$ cat src/hdl/psh_pkg.sv
package psh_pkg;

	localparam int CFG_INDEX_W = 3;
	localparam int CFG_DATA_W  = 32;
	localparam int LEN_W       = 13;
	localparam int CNT_W       = 16;
	localparam int HASH_W      = 32;
	localparam int MIN_LEN_W   = 13;
	localparam int TCOUNT_W    = 3;
	localparam int IDX_W       = 2;

	localparam int DEFAULT_MAX_CHARS   = 8191;
	localparam int DEFAULT_MAX_TARGETS = 4;

	localparam logic [HASH_W-1:0]    FNV_BASIS        = 32'h811c9dc5;
	localparam logic [HASH_W-1:0]    FNV_PRIME        = 32'h01000193;
	localparam logic [MIN_LEN_W-1:0] MIN_LENGTH_RESET = 13'd10;
	localparam logic [CNT_W-1:0]     CNT_SAT          = 16'hFFFF;

	typedef enum logic [CFG_INDEX_W-1:0] {
		REG_MIN_LENGTH   = 3'd0,
		REG_UNICODE_MODE = 3'd1,
		REG_TARGET_COUNT = 3'd2,
		REG_TARGET_HASH0 = 3'd3,
		REG_TARGET_HASH1 = 3'd4,
		REG_TARGET_HASH2 = 3'd5,
		REG_TARGET_HASH3 = 3'd6
	} cfg_reg_t;

	function automatic logic [HASH_W-1:0] fnv_step(input logic [HASH_W-1:0] h,
		input logic [7:0] c);
		logic [HASH_W-1:0] x;
		x = h ^ {24'd0, c};
		return HASH_W'(x * FNV_PRIME);
	endfunction

	function automatic logic is_printable(input logic [7:0] b, input logic uni);
		logic p;
		p = (b == 8'h09) || (b == 8'h0A) || (b == 8'h0D);
		p = p || ((b >= 8'h20) && (b <= 8'h7E));
		p = p || (uni && (b >= 8'hA0));
		return p;
	endfunction

endpackage

$ cat src/hdl/psh_if.sv
interface psh_scan_if import psh_pkg::*; ();
	logic       valid;
	logic       ready;
	logic [7:0] data_byte;
	logic       chunk_start;

	modport source (output valid, data_byte, chunk_start, input ready);
	modport sink (input valid, data_byte, chunk_start, output ready);
endinterface

interface psh_result_if import psh_pkg::*; ();
	logic              valid;
	logic              ready;
	logic [HASH_W-1:0] string_hash;
	logic [LEN_W-1:0]  string_length;
	logic              hit;
	logic [IDX_W-1:0]  hit_index;

	modport source (output valid, string_hash, string_length, hit, hit_index, input ready);
	modport sink (input valid, string_hash, string_length, hit, hit_index, output ready);
endinterface

$ cat src/hdl/printable_string_scan_hash.sv
// Printable string scanner: takes one memory byte per cycle, except while a
// string-ending byte waits on an untaken result, and reports each finished
// ASCII or UTF-16LE string of at least min_length characters with its FNV-1a
// 32 hash, capped length and a match against the target hashes. A byte is
// held in an input register, then the window, count and hash update plus the
// target compare feed the result register combinationally, at a rate set by
// the string state update loop. A byte that ends a string waits in the input
// register only while the prior result is untaken. Configuration must be
// written only while no bytes are in flight; the block does not enforce it.
module printable_string_scan_hash import psh_pkg::*; #(
	parameter int MAX_CHARS   = DEFAULT_MAX_CHARS,
	parameter int MAX_TARGETS = DEFAULT_MAX_TARGETS
) (
	input  logic                   clk,
	input  logic                   arst_n,
	input  logic                   cfg_we,
	input  logic [CFG_INDEX_W-1:0] cfg_index,
	input  logic [CFG_DATA_W-1:0]  cfg_data,
	psh_scan_if.sink               scan,
	psh_result_if.source           result
);

	localparam logic [CNT_W-1:0]    MaxCharsC   = CNT_W'(MAX_CHARS);
	localparam logic [TCOUNT_W-1:0] MaxTargetsC = TCOUNT_W'(MAX_TARGETS);

	// configuration
	logic [MIN_LEN_W-1:0] min_length_q;
	logic                 unicode_mode_q;
	logic [TCOUNT_W-1:0]  target_count_q;
	logic [HASH_W-1:0]    target_hash_q [MAX_TARGETS];

	// input register
	logic       valid_s1;
	logic [7:0] byte_s1;
	logic       chunk_s1;

	// string state
	logic [7:0]        last_byte_q;
	logic              last_printable_q;
	logic              older_printable_q;
	logic [CNT_W-1:0]  char_count_q;
	logic [HASH_W-1:0] running_hash_q;
	logic [HASH_W-1:0] hash_before_last_q;
	logic [HASH_W-1:0] last_byte_hash_q;

	// result register
	logic              res_valid_q;
	logic [HASH_W-1:0] res_hash_q;
	logic [LEN_W-1:0]  res_len_q;
	logic              res_hit_q;
	logic [IDX_W-1:0]  res_idx_q;

	// next state and result
	logic [CNT_W-1:0]    n_cc;
	logic [HASH_W-1:0]   n_rh, n_hbl;
	logic                emit;
	logic [CNT_W-1:0]    emit_len;
	logic [HASH_W-1:0]   emit_hash;
	logic [CNT_W-1:0]    cap_len;
	logic                hit;
	logic [IDX_W-1:0]    hit_idx;
	logic [TCOUNT_W-1:0] active_targets;
	logic                p_cur;
	logic                advance;
	logic                in_fire;

	always_comb begin
		logic [7:0]        e_lb;
		logic              e_lp, e_op;
		logic [CNT_W-1:0]  e_cc;
		logic [HASH_W-1:0] e_rh, e_hbl, e_lbh;
		logic [HASH_W-1:0] app_rh;
		logic [CNT_W-1:0]  app_cc;
		logic              ge_min, gt_min;

		if (chunk_s1) begin
			e_lb  = 8'd0;
			e_lp  = 1'b0;
			e_op  = 1'b0;
			e_cc  = '0;
			e_rh  = FNV_BASIS;
			e_hbl = FNV_BASIS;
			e_lbh = FNV_BASIS;
		end else begin
			e_lb  = last_byte_q;
			e_lp  = last_printable_q;
			e_op  = older_printable_q;
			e_cc  = char_count_q;
			e_rh  = running_hash_q;
			e_hbl = hash_before_last_q;
			e_lbh = last_byte_hash_q;
		end

		p_cur  = is_printable(byte_s1, unicode_mode_q);
		app_rh = (e_cc < MaxCharsC) ? fnv_step(e_rh, byte_s1) : e_rh;
		app_cc = (e_cc != CNT_SAT) ? e_cc + 1'b1 : e_cc;
		ge_min = e_cc >= CNT_W'(min_length_q);
		gt_min = e_cc > CNT_W'(min_length_q);

		n_cc      = e_cc;
		n_rh      = e_rh;
		n_hbl     = e_hbl;
		emit      = 1'b0;
		emit_len  = e_cc;
		emit_hash = e_rh;

		if (e_op && e_lp && p_cur) begin
			n_hbl = e_rh;
			n_rh  = app_rh;
			n_cc  = app_cc;
		end else if (e_op && e_lp) begin
			if (ge_min) begin
				emit  = 1'b1;
				n_cc  = '0;
				n_rh  = FNV_BASIS;
				n_hbl = FNV_BASIS;
			end else if (byte_s1 == 8'd0) begin
				// A zero after two printables may start a UTF-16LE string.
				n_cc  = CNT_W'(1);
				n_hbl = FNV_BASIS;
				n_rh  = e_lbh;
			end else begin
				n_cc  = '0;
				n_rh  = FNV_BASIS;
				n_hbl = FNV_BASIS;
			end
		end else if (e_op && p_cur) begin
			if (e_lb == 8'd0) begin
				n_hbl = e_rh;
				n_rh  = app_rh;
				n_cc  = app_cc;
			end
		end else if (e_op) begin
			emit  = ge_min;
			n_cc  = '0;
			n_rh  = FNV_BASIS;
			n_hbl = FNV_BASIS;
		end else if (e_lp && p_cur) begin
			if (gt_min) begin
				// The string ended one byte back; report it without that byte.
				emit      = 1'b1;
				emit_len  = e_cc - 1'b1;
				emit_hash = e_hbl;
				n_cc      = '0;
				n_rh      = FNV_BASIS;
				n_hbl     = FNV_BASIS;
			end else begin
				n_cc  = CNT_W'(2);
				n_hbl = e_lbh;
				n_rh  = fnv_step(e_lbh, byte_s1);
			end
		end else if (!e_lp && p_cur) begin
			n_hbl = e_rh;
			n_rh  = app_rh;
			n_cc  = app_cc;
		end
	end

	always_comb begin
		active_targets = (target_count_q > MaxTargetsC) ? MaxTargetsC : target_count_q;
		cap_len = (emit_len > MaxCharsC) ? MaxCharsC : emit_len;
		hit     = 1'b0;
		hit_idx = '0;
		// Scan downward so the lowest matching index wins.
		for (int i = MAX_TARGETS - 1; i >= 0; i--) begin
			if ((TCOUNT_W'(i) < active_targets) && (target_hash_q[i] == emit_hash)) begin
				hit     = 1'b1;
				hit_idx = IDX_W'(i);
			end
		end
	end

	assign advance     = valid_s1 && (!emit || !res_valid_q || result.ready);
	assign scan.ready  = !valid_s1 || advance;
	assign in_fire     = scan.valid && scan.ready;

	assign result.valid         = res_valid_q;
	assign result.string_hash   = res_hash_q;
	assign result.string_length = res_len_q;
	assign result.hit           = res_hit_q;
	assign result.hit_index     = res_idx_q;

	always_ff @(posedge clk or negedge arst_n) begin
		if (!arst_n) begin
			min_length_q   <= MIN_LENGTH_RESET;
			unicode_mode_q <= 1'b0;
			target_count_q <= '0;
			for (int i = 0; i < MAX_TARGETS; i++) target_hash_q[i] <= '0;
		end else if (cfg_we) begin
			unique case (cfg_index)
				REG_MIN_LENGTH:   min_length_q   <= cfg_data[MIN_LEN_W-1:0];
				REG_UNICODE_MODE: unicode_mode_q <= cfg_data[0];
				REG_TARGET_COUNT: target_count_q <= cfg_data[TCOUNT_W-1:0];
				default: begin
					for (int i = 0; i < MAX_TARGETS; i++) begin
						if (cfg_index == CFG_INDEX_W'(int'(REG_TARGET_HASH0) + i))
							target_hash_q[i] <= cfg_data[HASH_W-1:0];
					end
				end
			endcase
		end
	end

	always_ff @(posedge clk or negedge arst_n) begin
		if (!arst_n) begin
			valid_s1 <= 1'b0;
		end else if (in_fire) begin
			valid_s1 <= 1'b1;
		end else if (advance) begin
			valid_s1 <= 1'b0;
		end
	end

	always_ff @(posedge clk) begin
		if (in_fire) begin
			byte_s1  <= scan.data_byte;
			chunk_s1 <= scan.chunk_start;
		end
	end

	always_ff @(posedge clk or negedge arst_n) begin
		if (!arst_n) begin
			last_byte_q        <= 8'd0;
			last_printable_q   <= 1'b0;
			older_printable_q  <= 1'b0;
			char_count_q       <= '0;
			running_hash_q     <= FNV_BASIS;
			hash_before_last_q <= FNV_BASIS;
			last_byte_hash_q   <= FNV_BASIS;
		end else if (advance) begin
			last_byte_q        <= byte_s1;
			older_printable_q  <= chunk_s1 ? 1'b0 : last_printable_q;
			last_printable_q   <= p_cur;
			char_count_q       <= n_cc;
			running_hash_q     <= n_rh;
			hash_before_last_q <= n_hbl;
			last_byte_hash_q   <= fnv_step(FNV_BASIS, byte_s1);
		end
	end

	always_ff @(posedge clk or negedge arst_n) begin
		if (!arst_n) begin
			res_valid_q <= 1'b0;
		end else if (advance && emit) begin
			res_valid_q <= 1'b1;
		end else if (result.ready) begin
			res_valid_q <= 1'b0;
		end
	end

	always_ff @(posedge clk) begin
		if (advance && emit) begin
			res_hash_q <= emit_hash;
			res_len_q  <= cap_len[LEN_W-1:0];
			res_hit_q  <= hit;
			res_idx_q  <= hit_idx;
		end
	end

endmodule
$ cat src/flat_wrapper.sv
// flat-port wrapper written by rule: the top's interface ports become plain ports
module printable_string_scan_hash_flat import psh_pkg::*;
#(
	parameter int MAX_CHARS   = DEFAULT_MAX_CHARS,
	parameter int MAX_TARGETS = DEFAULT_MAX_TARGETS
)
  (clk, arst_n, cfg_we, cfg_index, cfg_data, scan_valid, scan_data_byte, scan_chunk_start, scan_ready, result_valid, result_string_hash, result_string_length, result_hit, result_hit_index, result_ready);
  psh_scan_if scan_i ();
  psh_result_if result_i ();
  input  logic clk;
  input  logic arst_n;
  input  logic cfg_we;
  input  logic [CFG_INDEX_W-1:0] cfg_index;
  input  logic [CFG_DATA_W-1:0] cfg_data;
  input wire logic [$bits(scan_i.valid)-1:0] scan_valid;
  input wire logic [$bits(scan_i.data_byte)-1:0] scan_data_byte;
  input wire logic [$bits(scan_i.chunk_start)-1:0] scan_chunk_start;
  output wire logic [$bits(scan_i.ready)-1:0] scan_ready;
  output wire logic [$bits(result_i.valid)-1:0] result_valid;
  output wire logic [$bits(result_i.string_hash)-1:0] result_string_hash;
  output wire logic [$bits(result_i.string_length)-1:0] result_string_length;
  output wire logic [$bits(result_i.hit)-1:0] result_hit;
  output wire logic [$bits(result_i.hit_index)-1:0] result_hit_index;
  input wire logic [$bits(result_i.ready)-1:0] result_ready;
  assign scan_i.valid = scan_valid;
  assign scan_i.data_byte = scan_data_byte;
  assign scan_i.chunk_start = scan_chunk_start;
  assign scan_ready = scan_i.ready;
  assign result_valid = result_i.valid;
  assign result_string_hash = result_i.string_hash;
  assign result_string_length = result_i.string_length;
  assign result_hit = result_i.hit;
  assign result_hit_index = result_i.hit_index;
  assign result_i.ready = result_ready;
  printable_string_scan_hash #(.MAX_CHARS(MAX_CHARS), .MAX_TARGETS(MAX_TARGETS)) u_core (.clk(clk), .arst_n(arst_n), .cfg_we(cfg_we), .cfg_index(cfg_index), .cfg_data(cfg_data), .scan(scan_i), .result(result_i));
endmodule
$ cat config.mk
export PLATFORM = sky130hd
export DESIGN_NAME = printable_string_scan_hash_flat
export DESIGN_NICKNAME = d
export VERILOG_FILES = /design/src/hdl/psh_pkg.sv /design/src/hdl/psh_if.sv /design/src/hdl/printable_string_scan_hash.sv /design/src/flat_wrapper.sv
export SDC_FILE = /design/constraint.sdc
export NUM_CORES = 2
export LEC_CHECK = 0
export BUFFER_PORTS_ARGS = -buffer_cell sky130_fd_sc_hd__buf_2
export CAP_MARGIN = 20
export CORE_ASPECT_RATIO = 1.1
export CORE_MARGIN = 3
export CORE_UTILIZATION = 39
export DETAILED_ROUTE_END_ITERATION = 8
export GPL_TIMING_DRIVEN = 0
export PLACE_DENSITY = 0.59
export SLEW_MARGIN = 30
export SYNTH_ARGS = -nofsm -noshare
export SYNTH_HDL_FRONTEND = slang
export SYNTH_SLANG_ARGS = --single-unit
$ cat constraint.sdc
create_clock -name clk -period 20 [get_ports clk]
set_clock_uncertainty 0.1 [all_clocks]
set_input_delay 1 -clock clk [delete_from_list [all_inputs] [get_ports clk]]
set_output_delay 1 -clock clk [all_outputs]
set_load 0.05 [all_outputs]
== Word level (Yosys, flattened, before mapping) ==
Cells that the tools add are included.

* Add/subtract/negate cells: 2
* Multiply operators: 3
* Magnitude comparators: 12
* Equal/unequal tests: 14
* Muxes and demuxes: 65
* Bitwise gates (word level): 4
* Reductions and logical operators: 40

{| class="wikitable"
|+ Operators by type and width
! operator !! number
|-
| $mux 32 || 28
|-
| $mux 16 || 16
|-
| $eq 32x32->1 || 4
|-
| $mul 32x25->32 const B || 3
|-
| $xor 32x8->32 || 2
|-
| $eq 8x4->1 const B || 3
|-
| $add 16x1->16 const B || 1
|-
| $ge 16x13->1 || 1
|-
| $gt 16x13->1 || 1
|-
| $gt 16x13->1 const B || 1
|-
| $logic_not 8->1 || 2
|-
| $lt 16x13->1 const B || 1
|-
| $mux 1 || 16
|-
| $ne 16x16->1 const B || 1
|-
| $sub 16x1->16 const B || 1
|-
| $logic_and 1x1->1 || 14
|-
| $not 4->14 || 1
|-
| $reduce_and 3->1 || 4
|-
| $eq 3x3->1 const B || 3
|-
| $ge 8x6->1 const B || 1
|-
| $ge 8x8->1 const B || 1
|-
| $le 8x7->1 const B || 1
|-
| $mux 8 || 1
|-
| $logic_or 1x1->1 || 7
|-
| other kinds (14) || 26
|}

* Register bits after elaboration: 326
* Output and inout port bits: 50
* Word-level logic and storage cells: 163

== Logic depth before layout (Yosys ltp) ==
* Word-level depth: 18
* Gate-level depth with buffers: 32

== Worst setup path after synthesis ==
Ideal clock, no wire load.

* Kind: reg2reg
* Start: register u_core.chunk_s1
* End: register u_core.running_hash_q[31]
* Library setup time: 0.081 ns
* Arrival: 7.432 ns
* Slack: 12.386 ns
* Stages on the path, launching flop included: 32
* Path buffers: 8
* Path through: edfxtp_1 -> buf_4 -> buf_2 -> buf_2 -> clkbuf_1 -> clkbuf_1 -> clkbuf_1 -> clkbuf_1 -> buf_1 -> nor2_1 -> xnor2_1 -> ha_1 -> ha_1 -> fa_1 -> ha_1 -> fa_1 -> ha_1 -> inv_1 -> fa_1 -> inv_1 -> ha_1 -> a21o_1 -> a21o_1 -> a21oi_1 -> o21ai_0 -> a211o_1 -> a41o_1 -> a2111oi_0 -> a211o_1 -> nand3_1 -> o21ai_1 -> a21oi_1

* Word-level cells in the longest chain between the ends: 12
* Elaborated cells on any way between the ends: 42

{| class="wikitable"
|+ RTL lines
! element !! RTL line !! text
|-
| from (decl) || printable_string_scan_hash.sv:35 || <nowiki>logic chunk_s1;</nowiki>
|-
| from (signal assigned) || printable_string_scan_hash.sv:217 || <nowiki>chunk_s1 <= scan.chunk_start;</nowiki>
|-
| branches (longest 12 deep; another with $mul 32x25->32) || -- ||
|-
| to (signal assigned) || printable_string_scan_hash.sv:235 || <nowiki>running_hash_q <= n_rh;</nowiki>
|-
| to (decl) || printable_string_scan_hash.sv:42 || <nowiki>logic [HASH_W-1:0] running_hash_q;</nowiki>
|}

Several ways; the timed one is not identified.
A chain may end at the register's enable or synchronous reset.

== Final worst setup path ==
Same ends and word-level chain as after synthesis.

==> impl_metrics.toml <==
[place]
gp_congestion = 1.08
portBuffers = 96
hpwl_um = 113000

[timing]
timing.final.crit_share = 0.613
final-setup-viol-count = 0
hold_viol_final = 0
worstMarginPinSlew_ns = 1.20
slew_headroom = 0.201
period_minus_slack_ns = 12.27
rsz0062_at_grt = "false"
fmax_ghz = 0.0815
fin_setup_tns_ns = 0
slew_viol_final = 0

[synth]
ys_seq_elements = 323
synth_top_area_cell = "ha_1"
syn_avg_cell_area_um2 = 9.03
ys_top_cells_by_count = "ha_1 (478), inv_1 (464), nand2_1 (257), a21oi_1 (224), dfrtp_1 (223)"
seq_area_frac_synth = 0.251
synth_top_area_share = 0.178
synth_most_common_cell = "ha_1"
synthSimpleGateAreaFrac = 0.130
synth_adder_area_share = 0.270
syn-instance-count = 3720
synth_cell_types = 97
synth_compound_area_frac = 0.163
ys_warn_count = 0
synth_xor_area_frac = 0.0555
ys.flop_type = "dfrtp_1"
synth.area.mux_share = 0.0578
ys_async_sr_fraction = 0.824
synth_top_family_by_area = "adder cells"
mappedNetlistArea_um2 = 33600
synth_edf_count = 57
synth.area.top_cells = "ha_1 (18%), dfrtp_1 (17%), fa_1 (9.2%), inv_1 (5.2%), edfxtp_1 (5.1%)"
syn_nets = 4401

[detailed_routing]
drc = 0
num_vias = 30148
wl_um = 144000
drtIter0Drc = 3287
drt_pass1_iterations = 9
ant_nets = 0
viasPerCell = 5.98
wl_per_cell_um = 28.5

[global_route]
grt_pass1_wl_um = 207000
grt_overflow_total = 0
grt_max_degree = 77
grt_pass1_vias = 29293
antenna_found_initial = 7
grt_usage = 0.316

[worst_setup_path]
crit_fanout = 10
crit_top_cell = "ha_1"
r2r_slack_ns = 7.73
worstSetupPathType = "flop to flop"
cpPeakStageDelay_ns = 0.88
cp-start-kind = "flop"
slowest_stage = "clkbuf_1"
arrival_ns = 12.71
r2r-end = "u_core.running_hash_q[31]"
r2r-start = "u_core.chunk_s1"
r2r_cells = 31
required_ns = 20.44
end_kind = "flop"

[cts]
htreeDepth = 2
clk_pin_slew_ns = 0.07
cts_root_buf = "clkbuf_16"
clock_latency_ns = 0.62
postCtsSetupBuffers = 0
clk_path_buf_depth = 3
cts_tree = "built"
clock_sinks = 323
cts_hold_buf = 0
cts_made_buffers = 41
cts-resized-gates = 0

[cells_and_area]
synthToLayoutAreaGrowth_pct = 10.9
layout-drive-gt1-share = 0.122
fillerInstances = 8494
nNetsFinal = 4547

[floorplan]
die_w_um = 286
fp.dieH_um = 314
initial_core_util = 0.395
core-area_um2 = 85100
dieArea_um2 = 89700
rows = 112
io_pins = 99

[run_status]
status = "finished clean"

[job]
maxCapViolCount = 0

[hold_path]
hp-class = "input pin to asynchronous set/reset pin"
metal layers:
metal  part of all wire  track usage
met1               0.42        0.426
met3              0.091       0.0646
met5            0.00028            0
met4              0.067        0.176
met2               0.42        0.472
sequential cells by signal (all words and copies together) (netlist names), 13 cells and up:
name	flops
u_core.result.string_hash	32
u_core.result.string_length	13
u_core.min_length_q	13
u_core.target_hash_q	128
u_core.char_count_q	16
u_core.hash_before_last_q	32
u_core.last_byte_hash_q	29
u_core.running_hash_q	32
through the flow:
stage	util	instances	instance area, um2	setup WS (ns)	hold WS [ns]
floorplan	-	3720	33600	12.39	0.344
global route	0.438	5038	37200	7.69	0.243
finish	0.438	5041	37300	7.73	0.210
CTS	0.438	5038	37200	8.03	0.209
detailed placement	0.420	4963	35800	8.08	0.394
global placement	0.417	4956	35500	8.13	0.365
layout by cell type (no fill, tap or decap), types with 52 or more instances in the layout:
cell      count
fa_1        154
clkbuf_1    107
nor3_1       69
edfxtp_1     57
inv_1       464
ha_1        478
xnor2_1     156
mux2_2      136
o21ai_0     205
dfrtp_1     223
nand2_1     257
o22ai_1      59
xor2_1       52
a21oi_1     224
buf_2       117
nor2_1      208
nand3_1      63
kinds of logic (layout without fill, tap and decap cells):
kind of cell	after synthesis	after routing
simple gates	886	886
compound gates	857	857
fa+ha+maj	632	632
buf+inv	632	810
flops	323	323
xor+xnor	213	213
mux	177	177
other cells	0	3
cell type report:
| type | instances | area, um2 | area share |
|---|---|---|---|
| antenna | 3 | 7.51 | 0.000202 |
| buffer | 166 | 732 | 0.0196 |
| clock buffer | 47 | 1090 | 0.0292 |
| clock inverter | 28 | 378 | 0.0101 |
| inverter | 466 | 1750 | 0.0470 |
| multi-input combinational | 2765 | 22800 | 0.612 |
| sequential | 323 | 8420 | 0.226 |
| tap | 1140 | 1430 | 0.0383 |
| timing repair buffer | 103 | 647 | 0.0174 |
worst max path at each step:
stage / from / end / slack, ns / cells past startpoint
6_report: u_core.chunk_s1 / u_core.running_hash_q[31] / 7.73 / 31
5_1_grt: u_core.chunk_s1 / u_core.running_hash_q[25] / 7.69 / 30
4_1_cts: u_core.chunk_s1 / u_core.running_hash_q[25] / 8.03 / 31
3_5_place_dp: u_core.chunk_s1 / u_core.running_hash_q[25] / 8.08 / 31
3_3_place_gp: u_core.chunk_s1 / u_core.running_hash_q[25] / 8.13 / 31
2_1_floorplan: u_core.chunk_s1 / u_core.running_hash_q[31] / 12.39 / 31
critical path: cells and delay by family (launching register included):
kind / cells / cell delay (ns)
adder cells (fa/ha/maj): 8 / 2.88
buffers and inverters: 10 / 4.97
flip-flops: 1 / 0.80
AO/OA/AOI/OAI: 10 / 2.37
XOR/XNOR: 1 / 0.60
AND/OR/NAND/NOR: 2 / 0.41
Power is not shown: default switching activity piles up to over one toggle a cycle in this logic, so the estimate is an artifact.
